[src/hw/rtl/asc_pkg.sv]
// shared types and constants of the accelerometer step counter
// no dependencies; used by asc_isqrt and accel_step_counter_core
package asc_pkg;

	localparam int DEF_SAMPLE_BITS = 10;
	localparam int DEF_FRAC_BITS   = 4;
	localparam int DEF_COUNT_BITS  = 16;

	// resting levels and step level in whole adc units
	localparam int X_REST_LEVEL = 345;
	localparam int Y_REST_LEVEL = 346;
	localparam int Z_REST_LEVEL = 416;
	localparam int STEP_LEVEL   = 6;

	localparam int REG_IDX_BITS = 2;

	typedef enum logic [REG_IDX_BITS-1:0] {
		REG_X_BASE,
		REG_Y_BASE,
		REG_Z_BASE,
		REG_THRESH
	} asc_reg_t;

	typedef enum logic [1:0] {
		ST_IDLE,
		ST_SQR,
		ST_ROOT,
		ST_HOLD
	} asc_state_t;

	typedef struct packed {
		logic busy;
		logic done;
	} asc_sqrt_stat_t;

endpackage

[src/hw/rtl/accel_step_counter_core.sv]
// top level of the accelerometer step counter
// depends on asc_pkg and asc_isqrt
//
// usage:
// one input beat carries an x, y and z adc sample; one output beat per input
// beat carries the averaged deviation magnitude, a step pulse and the total.
// in_stall is high while an item is in work: the three squares go through one
// shared multiplier, then the bit-serial root takes one root bit per cycle,
// and no new item is taken until the result of the last is loaded into the
// output register.
// the result sits in an output register, so the next item is taken while a
// result waits; if the receiver still stalls when the next root is done,
// the block holds that root and stays stalled until the output register frees.
// reset loads the default baselines and threshold, clears the previous
// magnitude, arms the detector and zeroes the step total. configuration
// writes act at once; the user must make them only while idle, unchecked.
module accel_step_counter_core #(
	parameter int SAMPLE_BITS = asc_pkg::DEF_SAMPLE_BITS,
	parameter int FRAC_BITS   = asc_pkg::DEF_FRAC_BITS,
	parameter int COUNT_BITS  = asc_pkg::DEF_COUNT_BITS
) (
	input  logic                              clk,
	input  logic                              arst_n,
	input  logic                              cfg_wr_en,
	input  logic [asc_pkg::REG_IDX_BITS-1:0]  cfg_index,
	input  logic [SAMPLE_BITS+FRAC_BITS:0]    cfg_data,
	input  logic                              in_valid,
	output logic                              in_stall,
	input  logic [SAMPLE_BITS-1:0]            x_sample,
	input  logic [SAMPLE_BITS-1:0]            y_sample,
	input  logic [SAMPLE_BITS-1:0]            z_sample,
	output logic                              out_valid,
	input  logic                              out_stall,
	output logic [SAMPLE_BITS+FRAC_BITS:0]    avg_magnitude,
	output logic                              step_pulse,
	output logic [COUNT_BITS-1:0]             step_total
);
	import asc_pkg::*;

	localparam int BASE_BITS = SAMPLE_BITS + FRAC_BITS;
	localparam int MAG_BITS  = BASE_BITS + 1;
	localparam int SUM_BITS  = 2 * MAG_BITS;
	localparam int PROD_BITS = 2 * BASE_BITS;

	localparam logic [BASE_BITS-1:0] X_BASE_RST = BASE_BITS'(X_REST_LEVEL << FRAC_BITS);
	localparam logic [BASE_BITS-1:0] Y_BASE_RST = BASE_BITS'(Y_REST_LEVEL << FRAC_BITS);
	localparam logic [BASE_BITS-1:0] Z_BASE_RST = BASE_BITS'(Z_REST_LEVEL << FRAC_BITS);
	localparam logic [MAG_BITS-1:0]  THRESH_RST = MAG_BITS'(STEP_LEVEL << FRAC_BITS);

	asc_state_t state_q, state_d;

	logic [BASE_BITS-1:0]   x_base_q, y_base_q, z_base_q;
	logic [MAG_BITS-1:0]    thresh_q;

	logic [SAMPLE_BITS-1:0] x_q, y_q, z_q;
	logic [1:0]             sq_cnt_q;
	logic [PROD_BITS-1:0]   sq_q;
	logic [SUM_BITS-1:0]    acc_q;

	logic [MAG_BITS-1:0]    prev_mag_q;
	logic                   above_q;
	logic [COUNT_BITS-1:0]  step_cnt_q;
	logic                   out_valid_q;
	logic [MAG_BITS-1:0]    avg_q;
	logic                   pulse_q;

	logic                   in_take;
	logic                   out_free;
	logic                   load_out;
	logic                   sqrt_start;
	logic [SUM_BITS-1:0]    acc_sum;
	logic [SAMPLE_BITS-1:0] sel_sample;
	logic [BASE_BITS-1:0]   sel_base;
	logic [BASE_BITS-1:0]   scaled;
	logic [BASE_BITS-1:0]   dev;
	logic [MAG_BITS-1:0]    root;
	asc_sqrt_stat_t         sqrt_st;
	logic [MAG_BITS:0]      pair_sum;
	logic [MAG_BITS-1:0]    avg_new;
	logic                   hit;

	asc_isqrt #(
		.MAG_BITS(MAG_BITS)
	) u_isqrt (
		.clk      (clk),
		.arst_n   (arst_n),
		.start    (sqrt_start),
		.radicand (acc_sum),
		.root     (root),
		.status   (sqrt_st)
	);

	// configuration registers
	always_ff @(posedge clk or negedge arst_n) begin
		if (!arst_n) begin
			x_base_q <= X_BASE_RST;
			y_base_q <= Y_BASE_RST;
			z_base_q <= Z_BASE_RST;
			thresh_q <= THRESH_RST;
		end else if (cfg_wr_en) begin
			case (asc_reg_t'(cfg_index))
				REG_X_BASE: x_base_q <= cfg_data[BASE_BITS-1:0];
				REG_Y_BASE: y_base_q <= cfg_data[BASE_BITS-1:0];
				REG_Z_BASE: z_base_q <= cfg_data[BASE_BITS-1:0];
				REG_THRESH: thresh_q <= cfg_data;
				default: ;
			endcase
		end
	end

	// sequencer
	always_ff @(posedge clk or negedge arst_n) begin
		if (!arst_n) begin
			state_q <= ST_IDLE;
		end else begin
			state_q <= state_d;
		end
	end

	assign out_free = !out_valid_q || !out_stall;
	assign in_take  = in_valid && !in_stall;

	always_comb begin
		state_d    = state_q;
		in_stall   = 1'b1;
		sqrt_start = 1'b0;
		load_out   = 1'b0;
		case (state_q)
			ST_IDLE: begin
				in_stall = 1'b0;
				if (in_valid) begin
					state_d = ST_SQR;
				end
			end
			ST_SQR: begin
				if (sq_cnt_q == 2'd3) begin
					sqrt_start = 1'b1;
					state_d    = ST_ROOT;
				end
			end
			ST_ROOT: begin
				if (sqrt_st.done) begin
					if (out_free) begin
						load_out = 1'b1;
						state_d  = ST_IDLE;
					end else begin
						state_d = ST_HOLD;
					end
				end
			end
			ST_HOLD: begin
				if (out_free) begin
					load_out = 1'b1;
					state_d  = ST_IDLE;
				end
			end
			default: begin
				state_d = ST_IDLE;
			end
		endcase
	end

	// shared squarer: one axis per cycle, product registered before the add
	always_comb begin
		case (sq_cnt_q)
			2'd0: begin
				sel_sample = x_q;
				sel_base   = x_base_q;
			end
			2'd1: begin
				sel_sample = y_q;
				sel_base   = y_base_q;
			end
			2'd2: begin
				sel_sample = z_q;
				sel_base   = z_base_q;
			end
			default: begin
				sel_sample = '0;
				sel_base   = '0;
			end
		endcase
		scaled  = BASE_BITS'({sel_sample, {FRAC_BITS{1'b0}}});
		dev     = (scaled >= sel_base) ? (scaled - sel_base) : (sel_base - scaled);
		acc_sum = acc_q + SUM_BITS'(sq_q);
	end

	always_ff @(posedge clk or negedge arst_n) begin
		if (!arst_n) begin
			sq_cnt_q <= '0;
		end else if (in_take) begin
			sq_cnt_q <= '0;
		end else if (state_q == ST_SQR) begin
			sq_cnt_q <= sq_cnt_q + 1'b1;
		end
	end

	always_ff @(posedge clk) begin
		if (in_take) begin
			x_q <= x_sample;
			y_q <= y_sample;
			z_q <= z_sample;
		end
		if (state_q == ST_SQR) begin
			sq_q  <= (sel_sample == '0 && sel_base == '0 && sq_cnt_q == 2'd3) ? '0 :
			         PROD_BITS'(dev * dev);
			acc_q <= (sq_cnt_q == 2'd0) ? '0 : acc_sum;
		end
	end

	// average, step detector and output register
	always_comb begin
		pair_sum = {1'b0, root} + {1'b0, prev_mag_q};
		avg_new  = pair_sum[MAG_BITS:1];
		hit      = (avg_new > thresh_q) && !above_q;
	end

	always_ff @(posedge clk or negedge arst_n) begin
		if (!arst_n) begin
			prev_mag_q  <= '0;
			above_q     <= 1'b0;
			step_cnt_q  <= '0;
			out_valid_q <= 1'b0;
		end else begin
			if (load_out) begin
				out_valid_q <= 1'b1;
				prev_mag_q  <= root;
				if (hit) begin
					above_q <= 1'b1;
					if (step_cnt_q != '1) begin
						step_cnt_q <= step_cnt_q + 1'b1;
					end
				end else if (avg_new < thresh_q) begin
					above_q <= 1'b0;
				end
			end else if (!out_stall) begin
				out_valid_q <= 1'b0;
			end
		end
	end

	always_ff @(posedge clk) begin
		if (load_out) begin
			avg_q   <= avg_new;
			pulse_q <= hit;
		end
	end

	assign out_valid     = out_valid_q;
	assign avg_magnitude = avg_q;
	assign step_pulse    = pulse_q;
	assign step_total    = step_cnt_q;

	// checks
	a_busy_after_take: assert property (@(posedge clk) disable iff (!arst_n)
		in_take |=> in_stall)
		else $error("input taken while an item was still in work");

	a_root_only_in_root: assert property (@(posedge clk) disable iff (!arst_n)
		sqrt_st.done |-> (state_q == ST_ROOT))
		else $error("root finished outside the root phase");

	a_busy_stalls: assert property (@(posedge clk) disable iff (!arst_n)
		sqrt_st.busy |-> in_stall)
		else $error("input open while the root unit runs");

	a_pulse_disarms: assert property (@(posedge clk) disable iff (!arst_n)
		(out_valid_q && pulse_q) |-> above_q)
		else $error("step pulse shown while detector is armed");

endmodule

[src/hw/rtl/asc_isqrt.sv]
// bit-serial floor square root, one root bit per cycle
// depends on asc_pkg for the status struct
module asc_isqrt #(
	parameter int MAG_BITS = asc_pkg::DEF_SAMPLE_BITS + asc_pkg::DEF_FRAC_BITS + 1
) (
	input  logic                       clk,
	input  logic                       arst_n,
	input  logic                       start,
	input  logic [2*MAG_BITS-1:0]      radicand,
	output logic [MAG_BITS-1:0]        root,
	output asc_pkg::asc_sqrt_stat_t    status
);
	import asc_pkg::*;

	localparam int SUM_BITS  = 2 * MAG_BITS;
	localparam int ITER_BITS = $clog2(MAG_BITS);

	logic [SUM_BITS-1:0]  rad_q;
	logic [MAG_BITS+1:0]  rem_q;
	logic [MAG_BITS-1:0]  root_q;
	logic [ITER_BITS-1:0] iter_q;
	logic                 busy_q;
	logic                 done_q;

	logic [MAG_BITS+1:0]  rem_shift;
	logic [MAG_BITS+1:0]  trial;
	logic                 fits;

	always_comb begin
		rem_shift = {rem_q[MAG_BITS-1:0], rad_q[SUM_BITS-1 -: 2]};
		trial     = {root_q, 2'b01};
		fits      = (rem_shift >= trial);
	end

	always_ff @(posedge clk or negedge arst_n) begin
		if (!arst_n) begin
			busy_q <= 1'b0;
			done_q <= 1'b0;
			iter_q <= '0;
		end else begin
			done_q <= 1'b0;
			if (start) begin
				busy_q <= 1'b1;
				iter_q <= ITER_BITS'(MAG_BITS - 1);
			end else if (busy_q) begin
				iter_q <= iter_q - 1'b1;
				if (iter_q == '0) begin
					busy_q <= 1'b0;
					done_q <= 1'b1;
				end
			end
		end
	end

	always_ff @(posedge clk) begin
		if (start) begin
			rad_q  <= radicand;
			rem_q  <= '0;
			root_q <= '0;
		end else if (busy_q) begin
			rad_q  <= {rad_q[SUM_BITS-3:0], 2'b00};
			rem_q  <= fits ? (rem_shift - trial) : rem_shift;
			root_q <= {root_q[MAG_BITS-2:0], fits};
		end
	end

	assign root        = root_q;
	assign status.busy = busy_q;
	assign status.done = done_q;

endmodule
[config.mk]
export PLATFORM = sky130hd
export DESIGN_NAME = accel_step_counter_core
export DESIGN_NICKNAME = d
export VERILOG_FILES = /design/src/hw/rtl/asc_pkg.sv /design/src/hw/rtl/accel_step_counter_core.sv /design/src/hw/rtl/asc_isqrt.sv
export SDC_FILE = /design/constraint.sdc
export NUM_CORES = 1
export LEC_CHECK = 0
export BUFFER_PORTS_ARGS = -buffer_cell sky130_fd_sc_hd__buf_2
export CAP_MARGIN = 25
export CORE_MARGIN = 4
export CORE_UTILIZATION = 45
export DETAILED_ROUTE_END_ITERATION = 12
export GPL_TIMING_DRIVEN = 0
export PLACE_DENSITY = 0.61
export SYNTH_ARGS = -nofsm -noshare
export SYNTH_HDL_FRONTEND = slang
export SYNTH_HIERARCHICAL = 1
export SYNTH_SLANG_ARGS = --single-unit
[constraint.sdc]
create_clock -name clk -period 17.6 [get_ports clk]
set_input_delay 2.64 -clock clk [delete_from_list [all_inputs] [get_ports clk]]
set_output_delay 2.64 -clock clk [all_outputs]
set_load 0.05 [all_outputs]
==> run_summary.xml <==
<?xml version="1.0" encoding="UTF-8"?>
<metrics>
  <group name="outcome">
    <metric name="run_status" unit="">completed</metric>
  </group>
  <group name="clock_tree">
    <metric name="cts_hold_buf" unit="">0</metric>
    <metric name="clock_sinks" unit="">263</metric>
    <metric name="ctsHtreeMaxLevel" unit="">1</metric>
    <metric name="worst_setup_hold_path_clk_slew" unit="ns">0.06</metric>
    <metric name="clock_path_buffers" unit="">3</metric>
    <metric name="cts_buffers" unit="">29</metric>
    <metric name="cts_tree" unit="">done</metric>
    <metric name="cts_root_buf" unit="">clkbuf_16</metric>
    <metric name="cts.repair.resized" unit="">0</metric>
    <metric name="clkLatencyLatePin" unit="ns">0.57</metric>
    <metric name="setup_buffers_after_cts" unit="">0</metric>
  </group>
  <group name="floorplanning">
    <metric name="row_count" unit="">77</metric>
    <metric name="floorplan.die.width" unit="um">219.1</metric>
    <metric name="top_level_ports" unit="">86</metric>
    <metric name="core_region" unit="um^2">44120</metric>
    <metric name="die_height" unit="um">219.1</metric>
    <metric name="initial_core_util" unit="">0.4545</metric>
    <metric name="fp.dieArea" unit="um^2">48000</metric>
  </group>
  <group name="global_routing">
    <metric name="grt_start_max_net_pins" unit="">56</metric>
    <metric name="wire_length_of_the_first_global_routing_pass" unit="mm">77.17</metric>
    <metric name="grt_overflow_total" unit="">0</metric>
    <metric name="globalRouteTotalUtil" unit="">0.1957</metric>
    <metric name="via_count_of_the_first_global_routing_pass" unit="">15101</metric>
    <metric name="initial_antenna_violation_count" unit="">1</metric>
  </group>
  <group name="critical_path">
    <metric name="critical_path.slowest_cell" unit="">xor2_1</metric>
    <metric name="timing.reg2reg.worst_path_depth" unit="">40</metric>
    <metric name="largest_fanout_on_the_critical_path" unit="">10</metric>
    <metric name="worst_ep_required_time" unit="ns">17.89</metric>
    <metric name="startpoint_type" unit="">register</metric>
    <metric name="reg2reg_from" unit="">sq_cnt_q[0]$_DFFE_PN0P_</metric>
    <metric name="signal_arrival_time_at_the_worst_endpoint" unit="ns">12.31</metric>
    <metric name="critPathLaunch" unit="">sq_cnt_q[0]$_DFFE_PN0P_</metric>
    <metric name="cp_slowest_stage_delay" unit="ns">0.76</metric>
    <metric name="timing.setup.critical_path_class" unit="">register to register</metric>
    <metric name="cp-end-kind" unit="">register</metric>
  </group>
  <group name="flow_run">
    <metric name="maxCapViolCount" unit="">0</metric>
  </group>
  <group name="timing">
    <metric name="worst-slew-pin-transition" unit="ns">1.097</metric>
    <metric name="timing.max_slew.rel_slack" unit="">0.2632</metric>
    <metric name="period_needed" unit="ns">12.02</metric>
    <metric name="fmax" unit="GHz">0.08319</metric>
    <metric name="hold_violations_final" unit="">0</metric>
    <metric name="clock_skew" unit="ns">0.01120</metric>
    <metric name="setup_viol_count_final" unit="">0</metric>
    <metric name="fin_crit_sh" unit="">0.6830</metric>
    <metric name="timing_max_transition_violations_final" unit="">0</metric>
    <metric name="grt_setup_unrepaired" unit="">no</metric>
    <metric name="finalSetupTns" unit="ns">0</metric>
  </group>
  <group name="placed_design">
    <metric name="place.detailed.hpwl" unit="mm">35.99</metric>
    <metric name="port_buffers" unit="">85</metric>
    <metric name="place.gp.congestion" unit="">0.8543</metric>
  </group>
  <group name="finish">
    <metric name="syn2layout_area_growth" unit="%">11.09</metric>
    <metric name="final_layout_size_suffix_gt1_frac" unit="">0.1252</metric>
    <metric name="finish.net_count" unit="">2480</metric>
    <metric name="filler_cell_count" unit="">4089</metric>
    <metric name="final_core_util" unit="">0.5048</metric>
  </group>
  <group name="synthesis">
    <metric name="gate_count_after_technology_mapping" unit="">2005</metric>
    <metric name="combined_area_of_all_synthesized_cells" unit="um^2">20050</metric>
    <metric name="syn-num-nets" unit="">2360</metric>
    <metric name="yosysWarnings" unit="">6</metric>
    <metric name="average_footprint_of_a_synthesized_cell" unit="um^2">10.00</metric>
  </group>
  <group name="worst_hold_path">
    <metric name="worst_hold_path_cells" unit="">2</metric>
    <metric name="worst_hold_startpoint" unit="">prev_mag_q[4]$_DFFE_PN0P_</metric>
    <metric name="worstHoldPathType" unit="">register to register</metric>
  </group>
  <group name="route">
    <metric name="drt-wirelength-per-cell" unit="um">16.67</metric>
    <metric name="vias" unit="">14518</metric>
    <metric name="drt_wl_total" unit="mm">45.70</metric>
    <metric name="detail_route.drc_violations" unit="">0</metric>
    <metric name="drtIter0Drc" unit="">904</metric>
    <metric name="dr.pass1.iters" unit="">5</metric>
    <metric name="viasPerCell" unit="">5.297</metric>
    <metric name="drtAntennaViolNets" unit="">0</metric>
  </group>
</metrics>
-- layout make-up --
cell class                 count  area [um^2]  share of cell area
buffer                        60        254.0             0.01140
multi-input combinational   1419        11710              0.5257
timing repair buffer          89        510.5             0.02292
tap                          592        740.7             0.03325
inverter                     263        987.2             0.04432
clock buffer                  32        737.0             0.03308
antenna                        1        2.502           0.0001123
clock inverter                22        217.7            0.009773
sequential                   263         7116              0.3194
-- final timing paths --
kind | to | slack [ns]
setup / recovery | sq_q[24]$_SDFFCE_PP0P_ | 5.58
hold / removal | prev_mag_q[4]$_DFFE_PN0P_ | 0.49
setup reg to reg | sq_q[24]$_SDFFCE_PP0P_ | 5.58
hold reg to reg | prev_mag_q[4]$_DFFE_PN0P_ | 0.49
max in group asynchronous | y_base_q[7]$_DFFE_PN1P_ | 14.79
min in group asynchronous | step_total[9]$_DFFE_PN0P_ | 2.09
-- worst max-delay path, delay by kind of cell, from the launching register on --
kind | cells | cell delay (ns)
adder cells (fa/ha/maj) | 9 | 3.85
AO/OA/AOI/OAI | 10 | 2.56
buffers and inverters | 10 | 2.22
AND/OR/NAND/NOR | 9 | 1.66
XOR/XNOR | 2 | 1.00
flip-flops | 1 | 0.42
-- flip-flops by register name, indices dropped and copies added (netlist names) --
register and cells:
u_isqrt/rad_q 30, u_isqrt/root 15, x_q 10, u_isqrt/busy_q 1, sq_cnt_q 2, sq_q 27, step_pulse 1, out_valid 1
prev_mag_q 15, z_q 10, u_isqrt/iter_q 4, y_base_q 14, state_q 2, step_total 16, z_base_q 14, x_base_q 14
thresh_q 15, avg_magnitude 15, u_isqrt/done_q 1, above_q 1, acc_q 30, y_q 10, u_isqrt/rem_q 15
-- stage by stage --
stage / hold WS (ns) / cells / instance area, um^2 / setup slack (ns)
global placement: 0.4652 / 2682 / 21220 / 5.768
CTS: 0.4899 / 2740 / 22270 / 5.611
global route: 0.5163 / 2741 / 22280 / 5.006
detailed placement: 0.4739 / 2686 / 21320 / 5.673
floorplan: 0.4414 / 2005 / 20050 / 8.020
finish: 0.4898 / 2741 / 22280 / 5.580
-- layer usage --
layer / vias to the layer above / wire length [um] / track usage / part of all wire
met5: - / 0 / 0 / 0
met4: 0 / 992 / 0.04550 / 0.022
met3: 64 / 1454 / 0.02008 / 0.032
met2: 233 / 21990 / 0.3345 / 0.48
met1: 7114 / 21270 / 0.2699 / 0.47
li1: 7107 / - / - / -
-- cells in the final DEF (no fill, tap or decap), types with 10 or more instances in the layout --
master and count:
ha_1 186, clkinv_1 17, o21ai_0 42, nor3_1 30, a31oi_1 10, nand2_1 211, inv_1 258, o21a_1 25
dfrtp_1 85, nand2b_1 18, nor2_1 147, nor2b_1 48, xor2_1 22, a21oi_1 83, nand4_1 17, mux2i_1 22
edfxtp_1 133, buf_2 86, a21o_1 36, and3_1 19, o21bai_1 14, dfxtp_1 30, xnor2_1 78, clkbuf_16 29
or2_2 10, mux2_2 87, a222oi_1 10, dfstp_2 15, a211oi_1 11, and2_1 12, nand3_1 48, clkbuf_1 51
fa_1 117
Power is left out: the tool's default activity adds up to more than one toggle a clock period on the data nets, which glitch-free logic cannot reach.
